## config.mk

```make
export PLATFORM = sky130hd
export DESIGN_NAME = chip8_register_execute_unit
export DESIGN_NICKNAME = d
export VERILOG_FILES = /design/src/hdl/c8eu_pkg.sv /design/src/hdl/c8eu_ram.sv /design/src/hdl/chip8_register_execute_unit.sv
export SDC_FILE = /design/constraint.sdc
export NUM_CORES = 1
export LEC_CHECK = 0
export BUFFER_PORTS_ARGS = -buffer_cell sky130_fd_sc_hd__buf_2
export CORE_ASPECT_RATIO = 0.8
export CORE_UTILIZATION = 50
export CTS_CLUSTER_SIZE = 14
export DETAILED_ROUTE_END_ITERATION = 8
export PLACE_DENSITY = 0.67
export SYNTH_ARGS = -nofsm -noshare
export SYNTH_HDL_FRONTEND = slang
export SYNTH_SLANG_ARGS = --single-unit
export TNS_END_PERCENT = 50
```

## constraint.sdc

```tcl
create_clock -name clk -period 13.7 [get_ports clk]
set_input_delay 1.37 -clock clk [delete_from_list [all_inputs] [get_ports clk]]
set_output_delay 1.37 -clock clk [all_outputs]
set_load 0.01 [all_outputs]
```

## src/hdl/c8eu_pkg.sv

```systemverilog
package c8eu_pkg;

  localparam int STACK_DEPTH = 16;
  localparam int STACK_AW    = (STACK_DEPTH > 1) ? $clog2(STACK_DEPTH) : 1;
  localparam int STACK_DW    = $clog2(STACK_DEPTH + 1);
  localparam int NUM_REGS    = 16;
  localparam int REG_AW      = $clog2(NUM_REGS);

  localparam logic [REG_AW-1:0] FLAG_REG = REG_AW'(NUM_REGS - 1);
  localparam logic [11:0]       PC_START = 12'd512;
  localparam logic [11:0]       PC_SKIP  = 12'd2;

  localparam logic [4:0] OP_LD    = 5'd0;
  localparam logic [4:0] OP_OR    = 5'd1;
  localparam logic [4:0] OP_XOR   = 5'd2;
  localparam logic [4:0] OP_AND   = 5'd3;
  localparam logic [4:0] OP_ADD   = 5'd4;
  localparam logic [4:0] OP_SUB   = 5'd5;
  localparam logic [4:0] OP_SHR   = 5'd6;
  localparam logic [4:0] OP_SHL   = 5'd7;
  localparam logic [4:0] OP_SE    = 5'd8;
  localparam logic [4:0] OP_SNE   = 5'd9;
  localparam logic [4:0] OP_JP    = 5'd10;
  localparam logic [4:0] OP_CALL  = 5'd11;
  localparam logic [4:0] OP_RET   = 5'd12;
  localparam logic [4:0] OP_LDI   = 5'd13;
  localparam logic [4:0] OP_ADDI  = 5'd14;
  localparam logic [4:0] OP_RD_DT = 5'd15;
  localparam logic [4:0] OP_WR_DT = 5'd16;
  localparam logic [4:0] OP_WR_ST = 5'd17;

  typedef struct packed {
    logic [4:0]        op;
    logic [REG_AW-1:0] reg_index;
    logic [7:0]        value;
    logic [7:0]        value_two;
    logic [11:0]       target_address;
  } item_t;

  typedef struct packed {
    logic [11:0] program_counter;
    logic [7:0]  reg_result;
    logic [7:0]  flag_reg;
    logic [15:0] index_value;
    logic [7:0]  delay_value;
    logic [7:0]  sound_value;
    logic        stack_error;
  } result_t;

endpackage

```

## src/hdl/c8eu_ram.sv

```systemverilog
module c8eu_ram #(
  parameter int WIDTH = 8,
  parameter int DEPTH = 16,
  parameter int AW    = (DEPTH > 1) ? $clog2(DEPTH) : 1
) (
  input  logic             clk,
  input  logic             we,
  input  logic [AW-1:0]    waddr,
  input  logic [WIDTH-1:0] wdata,
  input  logic             re,
  input  logic [AW-1:0]    raddr,
  output logic [WIDTH-1:0] rdata
);

  logic [WIDTH-1:0] mem [DEPTH];

  // read-first: a read at the written address returns the old word
  always_ff @(posedge clk) begin
    if (we) begin
      mem[waddr] <= wdata;
    end
    if (re) begin
      rdata <= mem[raddr];
    end
  end

endmodule

```

## src/hdl/chip8_register_execute_unit.sv

```systemverilog
// Items are registered into the execute stage; results go to a 3-entry result queue.
// Throughput: one item per cycle unless stalled; the register file and the return stack
//   are synchronous RAMs read at transfer and written back next cycle, with forwarding.
// Reset (rst, synchronous): V0..VF, index, timers and stack depth to 0, pc to 512;
//   V0..VE read as 0 through per-register written flags until first written.
//   Return stack contents are left as they are. No clearing pass.
module chip8_register_execute_unit (
  input  logic              clk,
  input  logic              rst,
  input  logic              item_valid,
  output logic              item_stall,
  input  c8eu_pkg::item_t   item,
  output logic              result_valid,
  input  logic              result_stall,
  output c8eu_pkg::result_t result
);
  import c8eu_pkg::*;

  localparam int QDEPTH = 3;
  localparam logic [STACK_DW-1:0] STACK_FULL = STACK_DW'(STACK_DEPTH);

  // execute stage
  logic        s1_valid;
  item_t       s1;

  // architectural state outside the RAMs
  logic [11:0]         pc;
  logic [15:0]         index_reg;
  logic [7:0]          delay_t;
  logic [7:0]          sound_t;
  logic [7:0]          vf;
  logic [STACK_DW-1:0] depth;
  logic [NUM_REGS-1:0] gp_vld;

  logic [11:0]         pc_next;
  logic [15:0]         index_next;
  logic [7:0]          delay_next;
  logic [7:0]          sound_next;
  logic [7:0]          vf_next;
  logic [STACK_DW-1:0] depth_next;

  // forwarding of the write made at the same edge as the RAM read
  logic                gp_fwd_en;
  logic [REG_AW-1:0]   gp_fwd_addr;
  logic [7:0]          gp_fwd_data;
  logic                stk_fwd_en;
  logic [STACK_AW-1:0] stk_fwd_addr;
  logic [11:0]         stk_fwd_data;

  logic [7:0]          gp_rdata;
  logic [11:0]         stk_rdata;

  logic                accept;
  logic [7:0]          rx;
  logic [11:0]         stk_top;
  logic [STACK_DW-1:0] depth_m1;
  logic [STACK_DW-1:0] rd_depth;
  logic [7:0]          res;
  logic                wr_x;
  logic                flag_wr;
  logic                flag_val;
  logic                push;
  logic                err;
  logic [8:0]          sum9;
  logic                gp_we;
  result_t             s1_result;

  // result queue
  result_t     q [QDEPTH];
  logic [1:0]  q_wr;
  logic [1:0]  q_rd;
  logic [1:0]  q_count;
  logic [2:0]  in_flight;
  logic        q_pop;

  assign in_flight  = {1'b0, q_count} + {2'b00, s1_valid};
  assign item_stall = (in_flight >= 3'(QDEPTH));
  assign accept     = item_valid && !item_stall;

  assign depth_m1 = depth - 1'b1;
  assign rd_depth = depth_next - 1'b1;

  // a register never written since reset reads as zero
  assign rx = (s1.reg_index == FLAG_REG) ? vf :
              (gp_fwd_en && gp_fwd_addr == s1.reg_index) ? gp_fwd_data :
              gp_vld[s1.reg_index] ? gp_rdata : 8'h00;
  assign stk_top = (stk_fwd_en && stk_fwd_addr == depth_m1[STACK_AW-1:0]) ?
                   stk_fwd_data : stk_rdata;
  assign sum9 = {1'b0, rx} + {1'b0, s1.value};

  always_comb begin
    pc_next    = pc;
    index_next = index_reg;
    delay_next = delay_t;
    sound_next = sound_t;
    depth_next = depth;
    res        = rx;
    wr_x       = 1'b0;
    flag_wr    = 1'b0;
    flag_val   = 1'b0;
    push       = 1'b0;
    err        = 1'b0;
    if (s1_valid) begin
      unique case (s1.op)
        OP_LD:  begin res = s1.value;       wr_x = 1'b1; end
        OP_OR:  begin res = rx | s1.value;  wr_x = 1'b1; end
        OP_XOR: begin res = rx ^ s1.value;  wr_x = 1'b1; end
        OP_AND: begin res = rx & s1.value;  wr_x = 1'b1; end
        OP_ADD: begin
          res      = sum9[7:0];
          wr_x     = 1'b1;
          flag_wr  = 1'b1;
          flag_val = sum9[8];
        end
        OP_SUB: begin
          res      = rx - s1.value;
          wr_x     = 1'b1;
          flag_wr  = 1'b1;
          flag_val = (rx >= s1.value);
        end
        OP_SHR: begin
          res      = {1'b0, rx[7:1]};
          wr_x     = 1'b1;
          flag_wr  = 1'b1;
          flag_val = rx[0];
        end
        OP_SHL: begin
          res      = {rx[6:0], 1'b0};
          wr_x     = 1'b1;
          flag_wr  = 1'b1;
          flag_val = rx[7];
        end
        OP_SE: begin
          if (s1.value == s1.value_two) begin
            pc_next = pc + PC_SKIP;
          end
        end
        OP_SNE: begin
          if (s1.value != s1.value_two) begin
            pc_next = pc + PC_SKIP;
          end
        end
        OP_JP:  pc_next = s1.target_address;
        OP_CALL: begin
          if (depth >= STACK_FULL) begin
            err = 1'b1;
          end else begin
            push       = 1'b1;
            depth_next = depth + 1'b1;
            pc_next    = s1.target_address;
          end
        end
        OP_RET: begin
          if (depth == '0) begin
            err = 1'b1;
          end else begin
            depth_next = depth_m1;
            pc_next    = stk_top;
          end
        end
        OP_LDI:   index_next = {4'b0000, s1.target_address};
        OP_ADDI:  index_next = index_reg + {8'b0, rx};
        OP_RD_DT: begin res = delay_t; wr_x = 1'b1; end
        OP_WR_DT: delay_next = rx;
        OP_WR_ST: sound_next = s1.value;
        default: ;
      endcase
    end

    // flag write lands after the Vx write
    vf_next = vf;
    if (wr_x && s1.reg_index == FLAG_REG) begin
      vf_next = res;
    end
    if (flag_wr) begin
      vf_next = {7'b0, flag_val};
    end
  end

  assign gp_we = s1_valid && wr_x && (s1.reg_index != FLAG_REG);

  always_comb begin
    s1_result.program_counter = pc_next;
    s1_result.reg_result      = (s1.reg_index == FLAG_REG) ? vf_next : (wr_x ? res : rx);
    s1_result.flag_reg        = vf_next;
    s1_result.index_value     = index_next;
    s1_result.delay_value     = delay_next;
    s1_result.sound_value     = sound_next;
    s1_result.stack_error     = err;
  end

  c8eu_ram #(
    .WIDTH (8),
    .DEPTH (NUM_REGS)
  ) u_gp_ram (
    .clk   (clk),
    .we    (gp_we),
    .waddr (s1.reg_index),
    .wdata (res),
    .re    (accept),
    .raddr (item.reg_index),
    .rdata (gp_rdata)
  );

  c8eu_ram #(
    .WIDTH (12),
    .DEPTH (STACK_DEPTH)
  ) u_stack_ram (
    .clk   (clk),
    .we    (push),
    .waddr (depth[STACK_AW-1:0]),
    .wdata (pc),
    .re    (accept),
    .raddr (rd_depth[STACK_AW-1:0]),
    .rdata (stk_rdata)
  );

  always_ff @(posedge clk) begin
    if (rst) begin
      s1_valid   <= 1'b0;
      pc         <= PC_START;
      index_reg  <= '0;
      delay_t    <= '0;
      sound_t    <= '0;
      vf         <= '0;
      depth      <= '0;
      gp_vld     <= '0;
      gp_fwd_en  <= 1'b0;
      stk_fwd_en <= 1'b0;
    end else begin
      s1_valid   <= accept;
      pc         <= pc_next;
      index_reg  <= index_next;
      delay_t    <= delay_next;
      sound_t    <= sound_next;
      vf         <= vf_next;
      depth      <= depth_next;
      if (gp_we) begin
        gp_vld[s1.reg_index] <= 1'b1;
      end
      gp_fwd_en  <= gp_we;
      stk_fwd_en <= push;
    end
  end

  always_ff @(posedge clk) begin
    if (accept) begin
      s1 <= item;
    end
    gp_fwd_addr  <= s1.reg_index;
    gp_fwd_data  <= res;
    stk_fwd_addr <= depth[STACK_AW-1:0];
    stk_fwd_data <= pc;
  end

  // result queue
  assign result_valid = (q_count != 2'd0);
  assign result       = q[q_rd];
  assign q_pop        = result_valid && !result_stall;

  always_ff @(posedge clk) begin
    if (rst) begin
      q_wr    <= '0;
      q_rd    <= '0;
      q_count <= '0;
    end else begin
      if (s1_valid) begin
        q_wr <= (q_wr == 2'(QDEPTH - 1)) ? 2'd0 : q_wr + 2'd1;
      end
      if (q_pop) begin
        q_rd <= (q_rd == 2'(QDEPTH - 1)) ? 2'd0 : q_rd + 2'd1;
      end
      q_count <= q_count + {1'b0, s1_valid} - {1'b0, q_pop};
    end
  end

  always_ff @(posedge clk) begin
    if (s1_valid) begin
      q[q_wr] <= s1_result;
    end
  end

endmodule

```

---- Word-level counts from Yosys, hierarchy flattened ----
Memories as Yosys holds them, arrays and structs flattened. A register that Yosys moved wholly into a read port is not among the register bits.
Index checks and enable logic that the tools add are counted.
cells by class
  add/sub/neg operators ................... 12
  magnitude comparators ................... 5
  equal/unequal tests ..................... 25
  mux-type cells .......................... 53
  bitwise gates (word level) .............. 4
  reductions and logical operators ........ 15
operator list
  cell                     number
  $mux W8                  12
  $mux W12                 6
  $pmux W8 S9              1
  $pmux W12 S5             1
  $eq A5 B4 Y1 const B     8
  $pmux W16 S2             1
  $eq A5 B3 Y1 const B     4
  $mux W1                  19
  $add A16 B8 Y16          1
  $mux W16                 1
  $or A16 B16 Y16          1
  $mux W5                  3
  $add A12 B2 Y12 const B  1
  $eq A5 B2 Y1 const B     2
  $eq A5 B5 Y1 const B     2
  $logic_not A5 Y1         2
  $pmux W5 S2              1
  $add A8 B8 Y9            1
  $reduce_or A9 Y1         1
  $and A8 B8 Y8            1
  $eq A4 B4 Y1             2
  $eq A8 B8 Y1             1
  $ge A8 B8 Y1             1
  $logic_and A1 B1 Y1      8
  27 further kinds         33
word-level totals
  flip-flop bits (word level) ............. 147
  RAM bits ................................ 503
  output and inout port bits .............. 63
  memories kept ........................... 3
memory list
  memory           depth  width  rd ports  clocked after memory_dff  wr ports  RTL line                           source
  u_stack_ram.mem  16     12     1         1                         1         c8eu_ram.sv:15                     logic [WIDTH-1:0] mem [DEPTH];
  q                3      61     1         1                         1         chip8_register_execute_unit.sv:69  result_t q [QDEPTH];
  u_gp_ram.mem     16     8      1         1                         1         c8eu_ram.sv:15

---- Depth between registers and ports, before layout ----
  depth after elaboration ................. 11
  mapped depth ............................ 18
  depth with buffers taken out ............ 16

---- By module ----
A second synthesis with hierarchy kept.
second synthesis, totals
  cells, all modules ...................... 1902
  area total of the unflattened synthesis .. 28133.2 µm²
by module, submodules not included
  module                       instances  cells an instance  area each (µm²)  sequential area each (µm²)
  chip8_register_execute_unit  1          1344               15185.8          8848.5
  c8eu_ram at u_stack_ram      1          329                7719.9           6125.9
  c8eu_ram at u_gp_ram         1          229                5227.5           4083.9

---- Worst setup path before layout ----
No wires, ideal clock.
  path type ............................... reg2reg
  start point ............................. reg s1_valid
  end point ............................... mem q[2][0] in the netlist's numbering, enable pin
  library setup time ...................... 0.567 ns
  arrival ................................. 5.037 ns
  data required time ...................... 13.133 ns
  slack ................................... 8.095 ns
  stages on the path, launching flop included .. 3
  period minus slack after synthesis ...... 5.605 ns
  cell sequence ........................... dfxtp_1 -> inv_1 -> nor3b_1
on the way
  word-level cells in the longest chain between the ends .. 2
ends and longest elaborated chain
  element                        RTL line                            source
  from (decl)                    chip8_register_execute_unit.sv:23   logic s1_valid;
  from (signal assigned)         chip8_register_execute_unit.sv:231  s1_valid <= accept;
  $mux W1                        chip8_register_execute_unit.sv:278  if (s1_valid) begin
  $mux W1 (not written as such)  chip8_register_execute_unit.sv:279  q[q_wr] <= s1_result;
  to (decl)                      chip8_register_execute_unit.sv:69
Every way passes these cells.

---- Final worst setup path ----
  start point ............................. reg s1[29] in the netlist's numbering
  end point ............................... mem u_gp_ram.mem[26][7] (netlist: u_gp_ram.mem[13][7]) (data pin)
on the way
  word-level cells in the longest chain between the ends .. 8
ends and longest elaborated chain
  element                                      RTL line                            source
  from (decl)                                  chip8_register_execute_unit.sv:24   item_t s1;
  from (signal assigned)                       chip8_register_execute_unit.sv:248  s1 <= item;
  $bmux W1 S4                                  chip8_register_execute_unit.sv:86   gp_vld[s1.reg_index] ? gp_rdata : 8'h00;
  $mux W1 (not written as such)                chip8_register_execute_unit.sv:86
  $mux W8                                      chip8_register_execute_unit.sv:86
  $mux W8                                      chip8_register_execute_unit.sv:85   (gp_fwd_en && gp_fwd_addr == s1.reg_index) ? gp_fwd_data :
  $mux W8 *                                    chip8_register_execute_unit.sv:84   assign rx = (s1.reg_index == FLAG_REG) ? vf :
  $sub A8 B8 Y8, or another cell as far along  chip8_register_execute_unit.sv:116  res = rx - s1.value;
  $pmux W8 S9                                  chip8_register_execute_unit.sv:104  unique case (s1.op)
  $mux W8 *                                    chip8_register_execute_unit.sv:103  if (s1_valid) begin
  net res[7]                                   chip8_register_execute_unit.sv:58   logic [7:0] res;
  to (decl)                                    c8eu_ram.sv:15
The timed path passes the listed nets; every way through them passes the cells marked *. The select of a mux whose other input is x is not followed.

==> results.cfg <==
[outcome]
status = finished clean

[synth]
syn_area_um2 = 27840
synth.distinct_cells = 89
syn_inst = 1824
syn_area_per_cell_um2 = 15.26
yosys_warnings = 0
synth_ff_type = edfxtp_1
seq_area_frac_synth_pct = 68.46
synth_edf_count = 560
ys_ff_latch = 672
synth-async-reset-ratio_pct = 0

[die]
core.rowCount = 76
start_util_pct = 51.18
core_um2 = 54390
die_w_um = 265.8
die_h_um = 213.1
die-area_um2 = 56630
ioPinCount = 104

[power_and_ir_drop]
leakage_nw = 10.61
p_per_area_nw_per_um2 = 150.1
peakVddDrop_uv = 119.6

[critical_path]
crit_required_ns = 13.93
path_class = reg -> reg
critPathLaunchType = flop
slowest_stage = a21oi_1
cp_data_arrival_time_ns = 6.12
cp-end-kind = flop
cp_max_fo = 17
max_stage_delay_ns = 0.96
cp_cell_sequence = mux4_2, nor2b_1, a211oi_2, nor2_2, a222oi_1, inv_2, ha_1, and2_1, a221oi_1, o41ai_1, a2111oi_4, a21oi_1

[sta]
fin_worst_skew_ns = 0.02937
worst_slew_margin_rel_pct = 13.19
tns_ns = 0
rsz0062_at_grt = no
min_period_ns = 5.881
finalHoldViolCount = 0
timing.final.crit_share_pct = 42.92
worstMarginPinSlew_ns = 1.295
slew_viol_final = 0
setup_viol = 0
fmax_ghz = 0.1700
whs_ns = 0.4408

[layout]
nets = 2034
largest-register = u_stack_ram.mem
reg_top3 = u_stack_ram.mem: 192 flops, q: 183 flops, u_gp_ram.mem: 128 flops
largest_reg_flops = 192
final_common_cell = edfxtp_1
drive_gt1_share_pct = 18.54
stdcell_area_um2 = 31390
mostFrequentLayoutCells = 560 x edfxtp_1, 142 x nand2_1, 115 x nor2_1, 115 x o21ai_0, 110 x dfxtp_1
layout.cells.non_filler = 2742
utilization_pct = 57.72
antenna_cells = 0
syn2layout_area_growth_pct = 12.76
fillCellCount = 4190

[placed_design]
dp.cells = 2617
io_buffers = 103
placed_cell_area_um2 = 29220
place_congestion = 0.8998
dp_hpwl_um = 41810

[global_routing]
grt_pass1_vias = 15460
grt_pass1_wl_um = 96680
grt_usage_pct = 23.23
grt-ovfl-total = 0
antenna_found_initial = 1
grt_max_degree = 77

[clock_network]
cts_setup_buffers = 0
cts_sinks = 672
clkLatencyLatePin_ns = 0.62
cts_tree = yes
cts_buffer_depth = 3
htree_levels = 3
cts_resized = 0
clk_pin_slew_ns = 0.06
numCtsBuffers = 67
cts_root_buf = clkbuf_16
hold_buffers = 0

[route]
detail-route-antenna-nets = 0
drc_errors = 0
drtIter0Drc = 2041
drtPass1Iterations = 7
vias = 16120
detail_route.vias_per_cell = 5.878
wl_per_cell_um = 23.77
wl_um = 65170

[run]
maxCapViolCount = 0

[hold_path]
hold_path_class = reg -> reg
critical path, delay by kind of cell, from the launching register on:
kind            cells  cell delay [ns]
fa+ha+maj           1             0.52
simple gates        3             0.57
buf+inv             1             0.22
mux                 1             0.56
compound gates      6             2.96
flops               1             0.66
metal layers:
layer | up-vias | part of all wire (%) | GRT usage [%]
met5 | - | 0 | 0
met1 | 8125 | 48 | 36.20
li1 | 7280 | - | -
met2 | 604 | 43 | 33.66
met4 | 0 | 2.2 | 6.223
met3 | 108 | 6.4 | 3.990
per-stage QoR:
step	power, mW	setup slack, ns
floorplan	2.745	8.095
global placement	2.942	8.182
detailed placement	2.953	7.945
CTS	4.748	7.906
global route	4.871	7.426
finish	4.711	7.819
cell usage after synthesis (6+ instances only):
master | count | share of area [%]
edfxtp_1 | 560 | 60
nand2_1 | 142 | 1.9
nor2_1 | 116 | 1.6
o21ai_0 | 115 | 2.1
dfxtp_1 | 112 | 8.1
mux2i_1 | 104 | 3.7
mux4_2 | 91 | 7.4
a21oi_1 | 56 | 1.0
clkbuf_1 | 53 | 0.71
nor2b_1 | 53 | 1.2
ha_1 | 44 | 2.0
inv_1 | 37 | 0.50
xnor2_1 | 24 | 0.76
and2_1 | 22 | 0.49
nand3_1 | 20 | 0.36
nor3_1 | 20 | 0.36
buf_1 | 14 | 0.19
a221oi_1 | 13 | 0.41
a22oi_1 | 13 | 0.35
buf_2 | 13 | 0.23
a22o_1 | 10 | 0.31
nand2b_1 | 10 | 0.22
o211ai_1 | 10 | 0.27
a222oi_1 | 9 | 0.32
a211oi_1 | 8 | 0.22
a21o_1 | 8 | 0.22
a31oi_1 | 8 | 0.18
mux2_2 | 8 | 0.32
xor2_1 | 8 | 0.25
nor3b_1 | 6 | 0.16
o21ba_2 | 6 | 0.22
o31ai_1 | 6 | 0.16
power by group:
part	total (mW)	internal [mW]	switching [mW]
Combinational	0.530	0.200	0.330
Clock	1.80	1.03	0.766
Sequential	2.38	2.31	0.0748
kinds of logic after synthesis:
| kind of cell | Yosys count | share of synthesized area, % |
|---|---|---|
| xor+xnor | 34 | 1.151 |
| buf+inv | 123 | 1.798 |
| other cells | 1 | 0.01347 |
| flops | 672 | 68.46 |
| mux | 204 | 11.52 |
| simple gates | 423 | 7.213 |
| fa+ha+maj | 47 | 2.193 |
| compound gates | 320 | 7.658 |
cell type report:
| type | instances | area [um2] | area share [%] |
|---|---|---|---|
| Clock buffer | 91 | 1891 | 6.022 |
| Timing Repair Buffer | 130 | 718.2 | 2.288 |
| Tap cell | 741 | 927.1 | 2.953 |
| Multi-Input combinational cell | 1036 | 8377 | 26.68 |
| Inverter | 39 | 146.4 | 0.4663 |
| Sequential cell | 672 | 19070 | 60.73 |
| Clock inverter | 33 | 267.8 | 0.8529 |
worst paths after layout:
check / startpoint / endpoint / slack [ns] / cells after the start
worst max-delay path: s1[29] / u_gp_ram.mem[13][7] / 7.82 / 12
worst min-delay path: depth[1] / stk_fwd_addr[1] / 0.44 / 0
worst max register to register: s1[29] / u_gp_ram.mem[13][7] / 7.82 / 12
worst min register to register: depth[1] / stk_fwd_addr[1] / 0.44 / 0
Note: power is estimated with default switching activity, not from simulation.
